`config.mk`:
```
export PLATFORM = sky130hd
export DESIGN_NAME = rotary_knob_gesture_mapper_unit
export DESIGN_NICKNAME = d
export VERILOG_FILES = /design/src/hdl/rkgm_pkg.sv /design/src/hdl/rotary_knob_gesture_mapper_unit.sv
export SDC_FILE = /design/constraint.sdc
export NUM_CORES = 1
export LEC_CHECK = 0
export BUFFER_PORTS_ARGS = -buffer_cell sky130_fd_sc_hd__buf_2
export CAP_MARGIN = 10
export CORE_MARGIN = 3
export CORE_UTILIZATION = 40
export CTS_CLUSTER_SIZE = 25
export DETAILED_ROUTE_END_ITERATION = 6
export GPL_TIMING_DRIVEN = 0
export PLACE_DENSITY = 0.64
export SLEW_MARGIN = 20
export SYNTH_ARGS = -nofsm -noshare
export SYNTH_HDL_FRONTEND = slang
export SYNTH_SLANG_ARGS = --single-unit
```
`constraint.sdc`:
```
create_clock -name aclk -period 5.9 [get_ports aclk]
set_input_delay 1.18 -clock aclk [delete_from_list [all_inputs] [get_ports aclk]]
set_output_delay 1.18 -clock aclk [all_outputs]
set_load 0.005 [all_outputs]
```
`src/hdl/rkgm_pkg.sv`:
```
package rkgm_pkg;

    typedef logic [2:0] command_t;
    typedef logic [3:0] action_t;
    typedef logic [1:0] cfg_index_t;

    localparam command_t CMD_LEFT    = 3'd0;
    localparam command_t CMD_RIGHT   = 3'd1;
    localparam command_t CMD_PRESS   = 3'd2;
    localparam command_t CMD_RELEASE = 3'd3;
    localparam command_t CMD_TICK    = 3'd4;

    localparam action_t ACT_KLEFT   = 4'd0;
    localparam action_t ACT_KRIGHT  = 4'd1;
    localparam action_t ACT_PUSH    = 4'd2;
    localparam action_t ACT_VOLDOWN = 4'd3;
    localparam action_t ACT_VOLUP   = 4'd4;
    localparam action_t ACT_PREV    = 4'd5;
    localparam action_t ACT_NEXT    = 4'd6;
    localparam action_t ACT_TOGGLE  = 4'd7;
    localparam action_t ACT_PAUSE   = 4'd8;
    localparam action_t ACT_PLAY    = 4'd9;
    localparam action_t ACT_BLEFT   = 4'd10;

    localparam cfg_index_t CFG_RAW_MODE     = 2'd0;
    localparam cfg_index_t CFG_KNOB_ONLY    = 2'd1;
    localparam cfg_index_t CFG_VOLUME_LOCK  = 2'd2;
    localparam cfg_index_t CFG_CLICK_WINDOW = 2'd3;

    localparam logic [15:0] CLICK_WINDOW_RESET = 16'd350;

endpackage

```
`src/hdl/rotary_knob_gesture_mapper_unit.sv`:
```
// An item is captured in the input register at its transfer and resolved into the output
// register once that register is free to take its result.
// Throughput: one item per cycle while the output is not stalled; an item with two results
// holds the single output register until both of them have been taken.
// Reset (aresetn, synchronous, active low) clears the gesture state, the handshakes and
// the mode registers, and loads the click window length with 350.
module rotary_knob_gesture_mapper_unit #(
    parameter int WINDOW_BITS = 16
) (
    input  logic                  aclk,
    input  logic                  aresetn,

    input  logic                  cfg_wr_en,
    input  rkgm_pkg::cfg_index_t  cfg_index,
    input  logic [15:0]           cfg_wr_data,

    input  logic                  s_valid,
    output logic                  s_ready,
    input  rkgm_pkg::command_t    s_command,
    input  logic                  s_long_press,

    output logic                  m_valid,
    input  logic                  m_ready,
    output rkgm_pkg::action_t     m_action,
    output logic                  m_pressed,
    output logic                  m_last
);

    localparam logic [32:0] WIN_MAX_WIDE = (33'd1 << WINDOW_BITS) - 33'd1;
    localparam logic [31:0] WIN_MAX      = WIN_MAX_WIDE[31:0];

    // Configuration registers.
    logic        raw_mode_reg;
    logic        knob_only_reg;
    logic        volume_lock_reg;
    logic [15:0] click_window_reg;

    // Input register.
    logic                 in_valid_reg, in_valid_next;
    rkgm_pkg::command_t   in_command_reg;
    logic                 in_long_press_reg;

    // Gesture state.
    logic                   long_state_reg, long_state_next;
    logic                   click_armed_reg, click_armed_next;
    logic [1:0]             left_turns_reg, left_turns_next;
    logic                   win_run_reg, win_run_next;
    logic [WINDOW_BITS-1:0] win_count_reg, win_count_next;

    // Output register; dup marks a second, identical result still to be delivered.
    logic                 m_valid_reg, m_valid_next;
    logic                 m_dup_reg, m_dup_next;
    rkgm_pkg::action_t    m_action_reg;
    logic                 m_pressed_reg;

    logic                   out_free;
    logic                   in_fire;
    logic                   emit;
    logic                   emit_dup;
    rkgm_pkg::action_t      emit_action;
    logic                   emit_pressed;
    logic [31:0]            win_wide;
    logic [31:0]            win_sat;
    logic [WINDOW_BITS-1:0] win_load;
    logic [WINDOW_BITS-1:0] win_dec;

    assign out_free = !m_valid_reg || (m_ready && !m_dup_reg);
    assign in_fire  = in_valid_reg && out_free;
    assign s_ready  = !in_valid_reg || out_free;

    assign m_valid   = m_valid_reg;
    assign m_action  = m_action_reg;
    assign m_pressed = m_pressed_reg;
    assign m_last    = !m_dup_reg;

    // Window start value: zero counts as one, values beyond the counter saturate.
    assign win_wide = {16'd0, click_window_reg};
    assign win_sat  = (win_wide > WIN_MAX) ? WIN_MAX : win_wide;
    assign win_load = (click_window_reg == 16'd0) ? WINDOW_BITS'(1)
                                                  : win_sat[WINDOW_BITS-1:0];
    assign win_dec  = win_count_reg - WINDOW_BITS'(1);

    always_ff @(posedge aclk) begin
        if (!aresetn) begin
            raw_mode_reg     <= 1'b0;
            knob_only_reg    <= 1'b0;
            volume_lock_reg  <= 1'b0;
            click_window_reg <= rkgm_pkg::CLICK_WINDOW_RESET;
        end else if (cfg_wr_en) begin
            case (cfg_index)
                rkgm_pkg::CFG_RAW_MODE:     raw_mode_reg     <= cfg_wr_data[0];
                rkgm_pkg::CFG_KNOB_ONLY:    knob_only_reg    <= cfg_wr_data[0];
                rkgm_pkg::CFG_VOLUME_LOCK:  volume_lock_reg  <= cfg_wr_data[0];
                rkgm_pkg::CFG_CLICK_WINDOW: click_window_reg <= cfg_wr_data;
                default: begin
                end
            endcase
        end
    end

    always_comb begin
        long_state_next  = long_state_reg;
        click_armed_next = click_armed_reg;
        left_turns_next  = left_turns_reg;
        win_run_next     = win_run_reg;
        win_count_next   = win_count_reg;
        emit             = 1'b0;
        emit_dup         = 1'b0;
        emit_action      = rkgm_pkg::ACT_KLEFT;
        emit_pressed     = 1'b1;

        if (in_command_reg == rkgm_pkg::CMD_TICK) begin
            if (win_run_reg) begin
                win_count_next = win_dec;
                if (win_dec == '0) begin
                    win_run_next = 1'b0;
                    if (click_armed_reg) begin
                        emit             = 1'b1;
                        emit_action      = rkgm_pkg::ACT_PUSH;
                        click_armed_next = 1'b0;
                    end else if (left_turns_reg != 2'd0) begin
                        emit            = (left_turns_reg == 2'd1);
                        emit_action     = rkgm_pkg::ACT_KLEFT;
                        left_turns_next = 2'd0;
                    end
                end
            end
        end else if (in_command_reg > rkgm_pkg::CMD_TICK) begin
            // Unknown commands are dropped without effect.
        end else if (raw_mode_reg) begin
            emit = 1'b1;
            case (in_command_reg)
                rkgm_pkg::CMD_LEFT:  emit_action = rkgm_pkg::ACT_KLEFT;
                rkgm_pkg::CMD_RIGHT: emit_action = rkgm_pkg::ACT_KRIGHT;
                rkgm_pkg::CMD_PRESS: emit_action = rkgm_pkg::ACT_PUSH;
                default: begin
                    emit_action  = rkgm_pkg::ACT_PUSH;
                    emit_pressed = 1'b0;
                end
            endcase
        end else if (knob_only_reg) begin
            case (in_command_reg)
                rkgm_pkg::CMD_LEFT: begin
                    // One earlier left turn gives two knob-left results, two give one.
                    emit           = (left_turns_reg != 2'd0);
                    emit_dup       = (left_turns_reg == 2'd1);
                    emit_action    = rkgm_pkg::ACT_KLEFT;
                    win_run_next   = 1'b1;
                    win_count_next = win_load;
                    if (left_turns_reg < 2'd2) begin
                        left_turns_next = left_turns_reg + 2'd1;
                    end
                end
                rkgm_pkg::CMD_RIGHT: begin
                    emit = 1'b1;
                    if (left_turns_reg == 2'd1) begin
                        emit_action     = rkgm_pkg::ACT_PAUSE;
                        left_turns_next = 2'd0;
                        win_run_next    = 1'b0;
                        win_count_next  = '0;
                    end else begin
                        emit_action = rkgm_pkg::ACT_KRIGHT;
                    end
                end
                rkgm_pkg::CMD_PRESS: begin
                    if (in_long_press_reg) begin
                        emit        = 1'b1;
                        emit_action = rkgm_pkg::ACT_PLAY;
                    end else if (click_armed_reg) begin
                        emit           = 1'b1;
                        emit_action    = rkgm_pkg::ACT_BLEFT;
                        win_run_next   = 1'b0;
                        win_count_next = '0;
                    end else begin
                        win_run_next   = 1'b1;
                        win_count_next = win_load;
                    end
                    click_armed_next = !click_armed_reg;
                end
                default: begin
                end
            endcase
        end else begin
            case (in_command_reg)
                rkgm_pkg::CMD_LEFT: begin
                    emit        = 1'b1;
                    emit_action = long_state_reg  ? rkgm_pkg::ACT_PREV :
                                  volume_lock_reg ? rkgm_pkg::ACT_VOLDOWN :
                                                    rkgm_pkg::ACT_KLEFT;
                end
                rkgm_pkg::CMD_RIGHT: begin
                    emit        = 1'b1;
                    emit_action = long_state_reg  ? rkgm_pkg::ACT_NEXT :
                                  volume_lock_reg ? rkgm_pkg::ACT_VOLUP :
                                                    rkgm_pkg::ACT_KRIGHT;
                end
                rkgm_pkg::CMD_PRESS: begin
                    if (in_long_press_reg) begin
                        long_state_next = !long_state_reg;
                    end else begin
                        emit        = 1'b1;
                        emit_action = volume_lock_reg ? rkgm_pkg::ACT_TOGGLE
                                                      : rkgm_pkg::ACT_PUSH;
                    end
                end
                default: begin
                end
            endcase
        end
    end

    always_comb begin
        in_valid_next = in_valid_reg;
        if (s_valid && s_ready) begin
            in_valid_next = 1'b1;
        end else if (in_fire) begin
            in_valid_next = 1'b0;
        end

        m_valid_next = m_valid_reg;
        m_dup_next   = m_dup_reg;
        if (m_valid_reg && m_ready) begin
            if (m_dup_reg) begin
                m_dup_next = 1'b0;
            end else begin
                m_valid_next = 1'b0;
            end
        end
        if (in_fire && emit) begin
            m_valid_next = 1'b1;
            m_dup_next   = emit_dup;
        end
    end

    always_ff @(posedge aclk) begin
        if (!aresetn) begin
            in_valid_reg    <= 1'b0;
            m_valid_reg     <= 1'b0;
            m_dup_reg       <= 1'b0;
            long_state_reg  <= 1'b0;
            click_armed_reg <= 1'b0;
            left_turns_reg  <= 2'd0;
            win_run_reg     <= 1'b0;
            win_count_reg   <= '0;
        end else begin
            in_valid_reg <= in_valid_next;
            m_valid_reg  <= m_valid_next;
            m_dup_reg    <= m_dup_next;
            if (in_fire) begin
                long_state_reg  <= long_state_next;
                click_armed_reg <= click_armed_next;
                left_turns_reg  <= left_turns_next;
                win_run_reg     <= win_run_next;
                win_count_reg   <= win_count_next;
            end
        end
    end

    always_ff @(posedge aclk) begin
        if (s_valid && s_ready) begin
            in_command_reg    <= s_command;
            in_long_press_reg <= s_long_press;
        end
        if (in_fire && emit) begin
            m_action_reg  <= emit_action;
            m_pressed_reg <= emit_pressed;
        end
    end

`ifndef SYNTHESIS
    assert property (@(posedge aclk) disable iff (!aresetn)
        m_dup_reg |-> m_valid_reg)
        else $error("second result pending without a valid output");

    assert property (@(posedge aclk) disable iff (!aresetn)
        left_turns_reg != 2'd3)
        else $error("left turn count went past its saturation value");

    assert property (@(posedge aclk) disable iff (!aresetn)
        !win_run_reg |-> (win_count_reg == '0))
        else $error("click window count left non-zero while stopped");

    assert property (@(posedge aclk) disable iff (!aresetn)
        (m_valid && m_ready && !m_last) |=> (m_valid && m_last))
        else $error("first of two results not followed by the final one");
`endif

endmodule
```
# == Word level (Yosys, flattened, before mapping) ==
# Cells that the tools add are included.
# word_totals
ff_bits,52
# classes
n_addsub,2
muxes,84
reduce_logical,36
magnitude_cmp,3
n_eq_ne,17
n_bitwise,4
# op_table
cell,count
two-way mux 16 bit,10
one-hot mux 16 bit (3 select lines),1
two-way mux 1 bit,40
logical NOT 16 bit,2
two-way mux 2 bit,14
two-way mux 4 bit,7
AND reduction 7 bit,3
greater-than comparator 16 bit (second input constant),1
subtractor 16 x 1 -> 16 bit (second input constant),1
two-way mux 3 bit,5
AND reduction 11 bit,1
AND reduction 2 bit,5
nonzero test 2 bit,5
!= test 3 bit (second input constant),3
one-hot mux 3 bit (3 select lines),1
!= test 2 x 1 -> 1 bit (second input constant),4
one-hot mux 2 bit (2 select lines),2
one-hot mux 4 bit (2 select lines),1
AND reduction 8 bit,1
!= test 2 bit (second input constant),3
one-hot mux 1 bit (3 select lines),2
OR reduction 3 bit,2
logical AND 1 bit,5
logical NOT 1 bit,5
other kinds (16),22

# == Depth between registers and ports, before layout ==
# Gate-level depths: netlist (run 1).
# depth
ltp_word,10
mapped_depth,9
mapped_depth_nobuf,8

# == Worst setup path after synthesis (run 1) ==
# Ideal clock, no wire load.
# synth_path
kind,input to output
from,input m_ready
to,output s_ready
arrival_ps,1545
n_path_buf,0
stages,3
setup_slack_ps,3175
path_cell_list,nor2b_1 -> nor2_1 -> nand2_1
# synth_via
elab_chain_len,3
# synth_rtl
element,line,text
start: declaration,rotary_knob_gesture_mapper_unit.sv:23,"input logic m_ready,"
logical AND 1 bit,rotary_knob_gesture_mapper_unit.sv:67,assign out_free = !m_valid_reg || (m_ready && !m_dup_reg);
logical OR 1 bit,rotary_knob_gesture_mapper_unit.sv:67,
logical OR 1 bit,rotary_knob_gesture_mapper_unit.sv:69,assign s_ready = !in_valid_reg || out_free;
end: declaration,rotary_knob_gesture_mapper_unit.sv:18,"output logic s_ready,"
# Every way passes these cells.

# == Final worst setup path (run 1) ==
# Ends and elaborated chain as after synthesis.

==> key figures, run 1 <==
Job
  – Max_cap viols: 0

Timing
  – Max-slew violation count: 0
  – Max frequency: 332 MHz
  – Clock skew: between 0.01 and 0.015 ns
  – Total negative slack: 0 ns
  – # setup viols final: 0
  – Final period utilization: ~50%
  – Rel. slew slack: 53.3%
  – Final worst path period need: 3.01 ns
  – Final Hold Viols: 0
  – RSZ-0062 raised after global routing: no
  – Worst-Margin Slew: 0.697 ns

Floorplan
  – Io pins: 35
  – Full die area: ~8400 um^2
  – Die Height: 91.6 um
  – Initial Util: 42.2%
  – # rows: 30
  – Die Wd: 91.6 um
  – Core area: a little under 7000 um^2

Clocking
  – H-tree levels: 2
  – CTS buffer count: 5
  – # resized after CTS: 0
  – Clk sink count: 52
  – Root Buffer: clkbuf_8
  – CTS tree: done
  – Clock Pin Slew Worst Setup and Hold Paths: 0.10 ns
  – Skew-Pair Late Insertion Delay: 0.32 ns
  – Clk buf depth: 2
  – Hold buffers post-CTS: 0
  – Setup Fix Bufs, Post-CTS: 0

Placed design
  – Port bufs: 34
  – Final RePlAce weighted congestion: 0.868
  – Detail Placement HPWL: 5.68 mm
  – DP Area: 3220 um^2

Synthesis
  – Count of different cell masters after synthesis: 65
  – Yosys warns: 0
  – EDFF count, synth: 9
  – Syn Area/Cell: 8.20 um^2
  – Cells after Synth: 357
  – Post-synth top area share: a little under 30%
  – Mapped Area: roughly 2900 um^2
  – Sequential fraction of the synthesis area: 38.6%
  – Commonest cells post-synth: nand2_1, dfxtp_1, a21oi_1
  – Most numerous cell in the Yosys netlist: nand2_1
  – Main synth FF type: dfxtp_1
  – Ys async rst share: 0%
  – Synth area leader: dfxtp_1
  – Syn Nets: between 300 and 400
  – Synth area leaders: dfxtp_1, edfxtp_1, nand2_1
  – Yosys reg bits: 52

Routing
  – DRT Pass-1 Iters: 4
  – Via/cell ratio: approximately 5.5
  – Via count: 2723
  – Starting DRT DRC Count: 270
  – Wire per inst: 15.3 um
  – Final wirelength: 7.59 mm
  – DRC violations left: 0
  – Antenna violation net count after detailed routing: 0

Critical path
  – Worst Path Max Fanout: 4
  – Critical Path Start Type: input port
  – Critical Setup Path Class: in2out
  – R2R Setup Slk: 3.15 ns
  – Crit path required time: ~4.7 ns
  – WP data arrival: 1.83 ns
  – CP Capture Type: output pin

Cells and area
  – Footprint of the multi-input gates: around 1700 um^2
  – Final Cell Area: 3310 um^2
  – Register area: 1130 um^2
  – Fin util: between 40% and 50%
  – Fraction of layout cells with a size suffix above 1: 16.8%
  – P&R area growth vs syn: 12.9%
  – Fin nets: around 430
  – ANT cells: 0
  – Fillers: 709

Global route
  – Antenna violations before repair: 0
  – GRT overflow: 0
  – Largest net degree at the start of global routing: 18
  – GRT Total Usage: 19.0%
  – Vias in the first global route: between 2000 and 3000
  – Global-route wire length before repair: about 13 mm

Pwr
  – Peak VDD IR: 0.0995 mV
  – LEAKAGE: between 1 and 1.5 nW
  – Design Power: 0.670 mW
  – Power per cell area: 202 nW/um^2

Worst hold path
  – Worst min-delay path class: reg2reg

Run status
  – Status: finished clean
## per-layer routing
layer	routed length, um	up-vias	share of wire, %	global-route usage (%)
met4	159	0	2.1	6.28
met2	3360	82	44	29.0
met1	3610	1249	48	27.3
li1	-	1375	-	-
met3	459	17	6.0	2.73
met5	0	-	0	0
## critical path, stage by stage
cell and delay, ns:
buf_2 0.11, nor2b_1 0.15, nor2_1 0.17, nand2_1 0.09, buf_2 0.13
## layout by cell type (no fill, tap or decap), types with 3 or more instances in the layout
master | netlist | layout
a221oi_1 | 4 | 4
nor2b_1 | 4 | 4
nand2_1 | 53 | 53
nor3_1 | 8 | 8
clkbuf_8 | 0 | 5
and2_1 | 5 | 5
xor2_1 | 5 | 5
a21oi_1 | 32 | 32
nand2b_1 | 6 | 6
nand3b_1 | 4 | 4
xnor2_1 | 7 | 7
nor2_1 | 26 | 26
inv_1 | 10 | 10
a22oi_1 | 5 | 5
o31ai_1 | 3 | 3
dfxtp_1 | 43 | 43
nor4_1 | 9 | 9
o21ai_0 | 21 | 21
edfxtp_1 | 9 | 9
nand3_1 | 13 | 13
nand4_1 | 9 | 9
clkbuf_1 | 10 | 11
nor3b_1 | 4 | 4
mux2i_1 | 4 | 4
buf_2 | 5 | 39
o2bb2ai_1 | 4 | 4
ha_1 | 4 | 4
## power breakdown
group,switching [mW],internal (mW)
Combinational,0.0467,0.0319
Sequential,0.00865,0.369
Clock,0.127,0.0856
## per-stage QoR
stage | hold slack, ns | setup WS (ns) | cells
after floorplan | 0.444 | 3.18 | 357
after global placement | 0.457 | 2.89 | 487
after detailed placement | 0.466 | 2.90 | 487
after CTS | 0.482 | 2.89 | 495
after global routing | 0.503 | 2.86 | 495
final | 0.481 | 2.89 | 495
## kinds of logic (layout without fill, tap and decap cells)
logic type	Yosys count	count (layout)	synth area share, %
xor gates and xnor gates	12	12	3.59
and+or+nand+nor	164	164	30.5
muxes	5	5	1.75
buffers and inverters	32	74	4.96
AOI/OAI and AO/OA	88	88	18.9
DFF	52	52	38.6
adders and majority gates	4	4	1.71
## final cells by class
cell class,instances,area share (%)
Buffer,20,3.03
Clock buffer,6,2.19
Clock inverter,2,0.492
Inverter,12,1.36
Multi-Input combinational cell,273,50.0
Sequential cell,52,34.2
Tap cell,96,3.63
Timing Repair Buffer,34,5.14
## worst paths after layout
| check | cells after the start | end | start |
|---|---|---|---|
| worst max-delay path | 5 | s_ready | m_ready |
| worst min-delay path | 2 | win_count_reg[15] | win_count_reg[15] |
| worst max register to register | 9 | m_action[3] | win_count_reg[0] |
| worst min register to register | 2 | win_count_reg[15] | win_count_reg[15] |
(Power assumes the default switching activity.)
==> run 2, diff against run 1 <==
ABC_AREA = 1   (was not set)
clock period = 3.1 ns   (was 5.9 ns; I/O delays follow)
==> run 2 against run 1 <==
Final cell count is 18% higher. Area after synthesis rose by 2.6%. Worst hold slack is essentially flat. Die area increased by 2.4%. Critical path type is now reg2reg. Critical endpoint is now m_pressed.
==> key figures, run 2 <==
Critical path
  – R2R Setup Slk: 0.77 ns
  – Reg-to-reg startpoint: win_count_reg[0]
  – Critical Path Start Type: register
  – WP data arrival: 2.34 ns
  – Crit path required time: 3.11 ns
  – Worst Path Max Fanout: 6
  – CP Capture Type: register
  – FF-to-FF path depth: 13
  – Critical Setup Path Class: reg2reg
  – R2r endpoint: m_pressed

Floorplan
  – Die Height: between 90 and 100 um
  – Core area: 7020 um^2
  – Initial Util: between 40% and 50%
  – Full die area: between 8000 and 9000 um^2
  – # rows: 30
  – Io pins: 35
  – Die Wd: 92.7 um

Synthesis
  – Cells after Synth: 446
  – Synth area leaders: dfxtp_1, nand2_1, edfxtp_1
  – Post-synth top area share: about 29%
  – Synth area leader: dfxtp_1
  – Syn Area/Cell: 6.74 um^2
  – Commonest cells post-synth: nand2_1, inv_1, nor2_1
  – Count of different cell masters after synthesis: 35
  – Sequential fraction of the synthesis area: 37.7%
  – Syn Nets: 477
  – Mapped Area: about 3000 um^2
  – Main synth FF type: dfxtp_1
  – EDFF count, synth: 9
  – Yosys reg bits: between 50 and 60
  – Most numerous cell in the Yosys netlist: nand2_1
  – Yosys warns: 0
  – Ys async rst share: 0%

Routing
  – Via count: 2994
  – DRC violations left: 0
  – Starting DRT DRC Count: 202
  – DRT Pass-1 Iters: 4
  – Final wirelength: 7.72 mm
  – Antenna violation net count after detailed routing: 0
  – Via/cell ratio: between 5 and 6
  – Wire per inst: 13.2 um

Timing
  – Total negative slack: 0 ns
  – Rel. slew slack: about 70%
  – Max-slew violation count: 0
  – Worst-Margin Slew: about 0.46 ns
  – Max frequency: around 430 MHz
  – # setup viols final: 0
  – Final worst path period need: 2.33 ns
  – Final Hold Viols: 0
  – Final period utilization: between 70% and 80%
  – RSZ-0062 raised after global routing: no
  – Clock skew: around 0.014 ns

Global route
  – Global-route wire length before repair: 13.4 mm
  – Antenna violations before repair: 0
  – Vias in the first global route: between 2000 and 3000
  – GRT overflow: 0
  – Largest net degree at the start of global routing: 16
  – GRT Total Usage: 19.1%

Pwr
  – Sw Ratio: between 20% and 30%
  – Comb power frac: 15.1%
  – Clk pwr share: 33.9%
  – Int Pwr: 1.04 mW
  – Peak VDD IR: about 0.30 mV
  – Power share of the sequential group: 51.0%
  – LEAKAGE: 1.56 nW
  – P_sw: 0.385 mW
  – Power per cell area: 419 nW/um^2

Cells and area
  – Most frequent cells in the layout: nand2_1, inv_1, nor2_1, dfxtp_1, a21oi_1
  – Fraction of layout cells with a size suffix above 1: 14.3%
  – Fillers: 744
  – Fin nets: 518
  – P&R area growth vs syn: 13.5%
  – Commonest non-fill, non-tap cell in the layout: nand2_1
  – ANT cells: 0
  – Register area: 1130 um^2
  – Fin util: 48.6%
  – Footprint of the multi-input gates: ~1600 um^2

Worst hold path
  – Hold depth: 2
  – Min-delay src: click_window_reg[0]
  – Worst min-delay path class: reg2reg
  – Endpoint with the worst hold slack: click_window_reg[0]

Placed design
  – Detail Placement HPWL: 6.02 mm
  – Final RePlAce weighted congestion: 0.902
  – Port bufs: 34

Run status
  – Status: finished clean

Clocking
  – Skew-Pair Late Insertion Delay: roughly 0.31 ns
  – Clock Pin Slew Worst Setup and Hold Paths: 0.10 ns
  – CTS tree: done
  – Setup Fix Bufs, Post-CTS: 0
  – Clk buf depth: 2
  – H-tree levels: 2
  – Hold buffers post-CTS: 0
  – Clk sink count: 52
  – Root Buffer: clkbuf_8
  – CTS buffer count: 5
  – # resized after CTS: 0

Job
  – Max_cap viols: 0
==> run 2: worst max path at each step <==
stage,start,end,cells after the start
5_1_grt,win_count_reg[0],m_action[3],13
3_3_place_gp,win_count_reg[0],m_action[1],13
6_report,win_count_reg[0],m_pressed,13
4_1_cts,win_count_reg[0],m_pressed,13
2_1_floorplan,win_count_reg[0],m_action[0],13
3_5_place_dp,win_count_reg[0],m_action[3],13
==> run 2: cell type report <==
cell class	count	share of cell area [%]
Multi-Input combinational cell	316	45.8
Sequential cell	52	33.2
Inverter	69	7.67
Timing Repair Buffer	34	4.99
Tap cell	96	3.52
Clock buffer	6	2.42
Buffer	9	1.47
Clock inverter	2	0.990
==> run 2: logic make-up after synthesis <==
group	count (synthesis)	share of synthesized area [%]
adder cells (fa/ha/maj)	4	1.67
AND/OR/NAND/NOR	207	30.2
buffers and inverters	78	10.4
flip-flops	52	37.7
XOR/XNOR	1	0.292
AO/OA/AOI/OAI	104	19.8
==> run 2: per-layer routing <==
metal | GRT usage, % | up-vias | wire, um
met5 | 0 | - | 0
met4 | 5.37 | 0 | 137
met3 | 3.01 | 13 | 353
met2 | 29.8 | 82 | 3290
met1 | 27.2 | 1358 | 3940
li1 | - | 1541 | -
==> run 2: through the flow <==
step / area (um^2) / total power, mW / hold slack [ns] / setup WS (ns) / std cells
floorplan: 3000 / 0.889 / 0.438 / 1.22 / 446
global placement: 3290 / 0.951 / 0.467 / 0.791 / 576
detailed placement: 3290 / 0.956 / 0.469 / 0.774 / 576
CTS: 3410 / 1.43 / 0.479 / 0.755 / 584
global route: 3410 / 1.50 / 0.471 / 0.629 / 584
finish: 3410 / 1.43 / 0.481 / 0.769 / 584
==> run 2: power by group through the flow <==
stage               Combinational [mW]  Clock [mW]  Sequential, mW
global route                     0.246       0.523           0.732
floorplan                        0.151           0           0.738
detailed placement               0.212           0           0.744
global placement                 0.208           0           0.743
finish                           0.216       0.483           0.729
CTS                              0.214       0.490           0.728
==> run 2: worst max-delay path: stages, from the launching register on <==
cell and delay [ns]:
dfxtp_1 0.37, inv_1 0.09, ha_1 0.25, nand2_1 0.19, inv_1 0.11, nand3_1 0.08, nand2_1 0.05, inv_1 0.11
nand3_1 0.09, nor2_1 0.12, nand3_1 0.17, nand2_2 0.15, nand2_1 0.11, inv_2 0.15
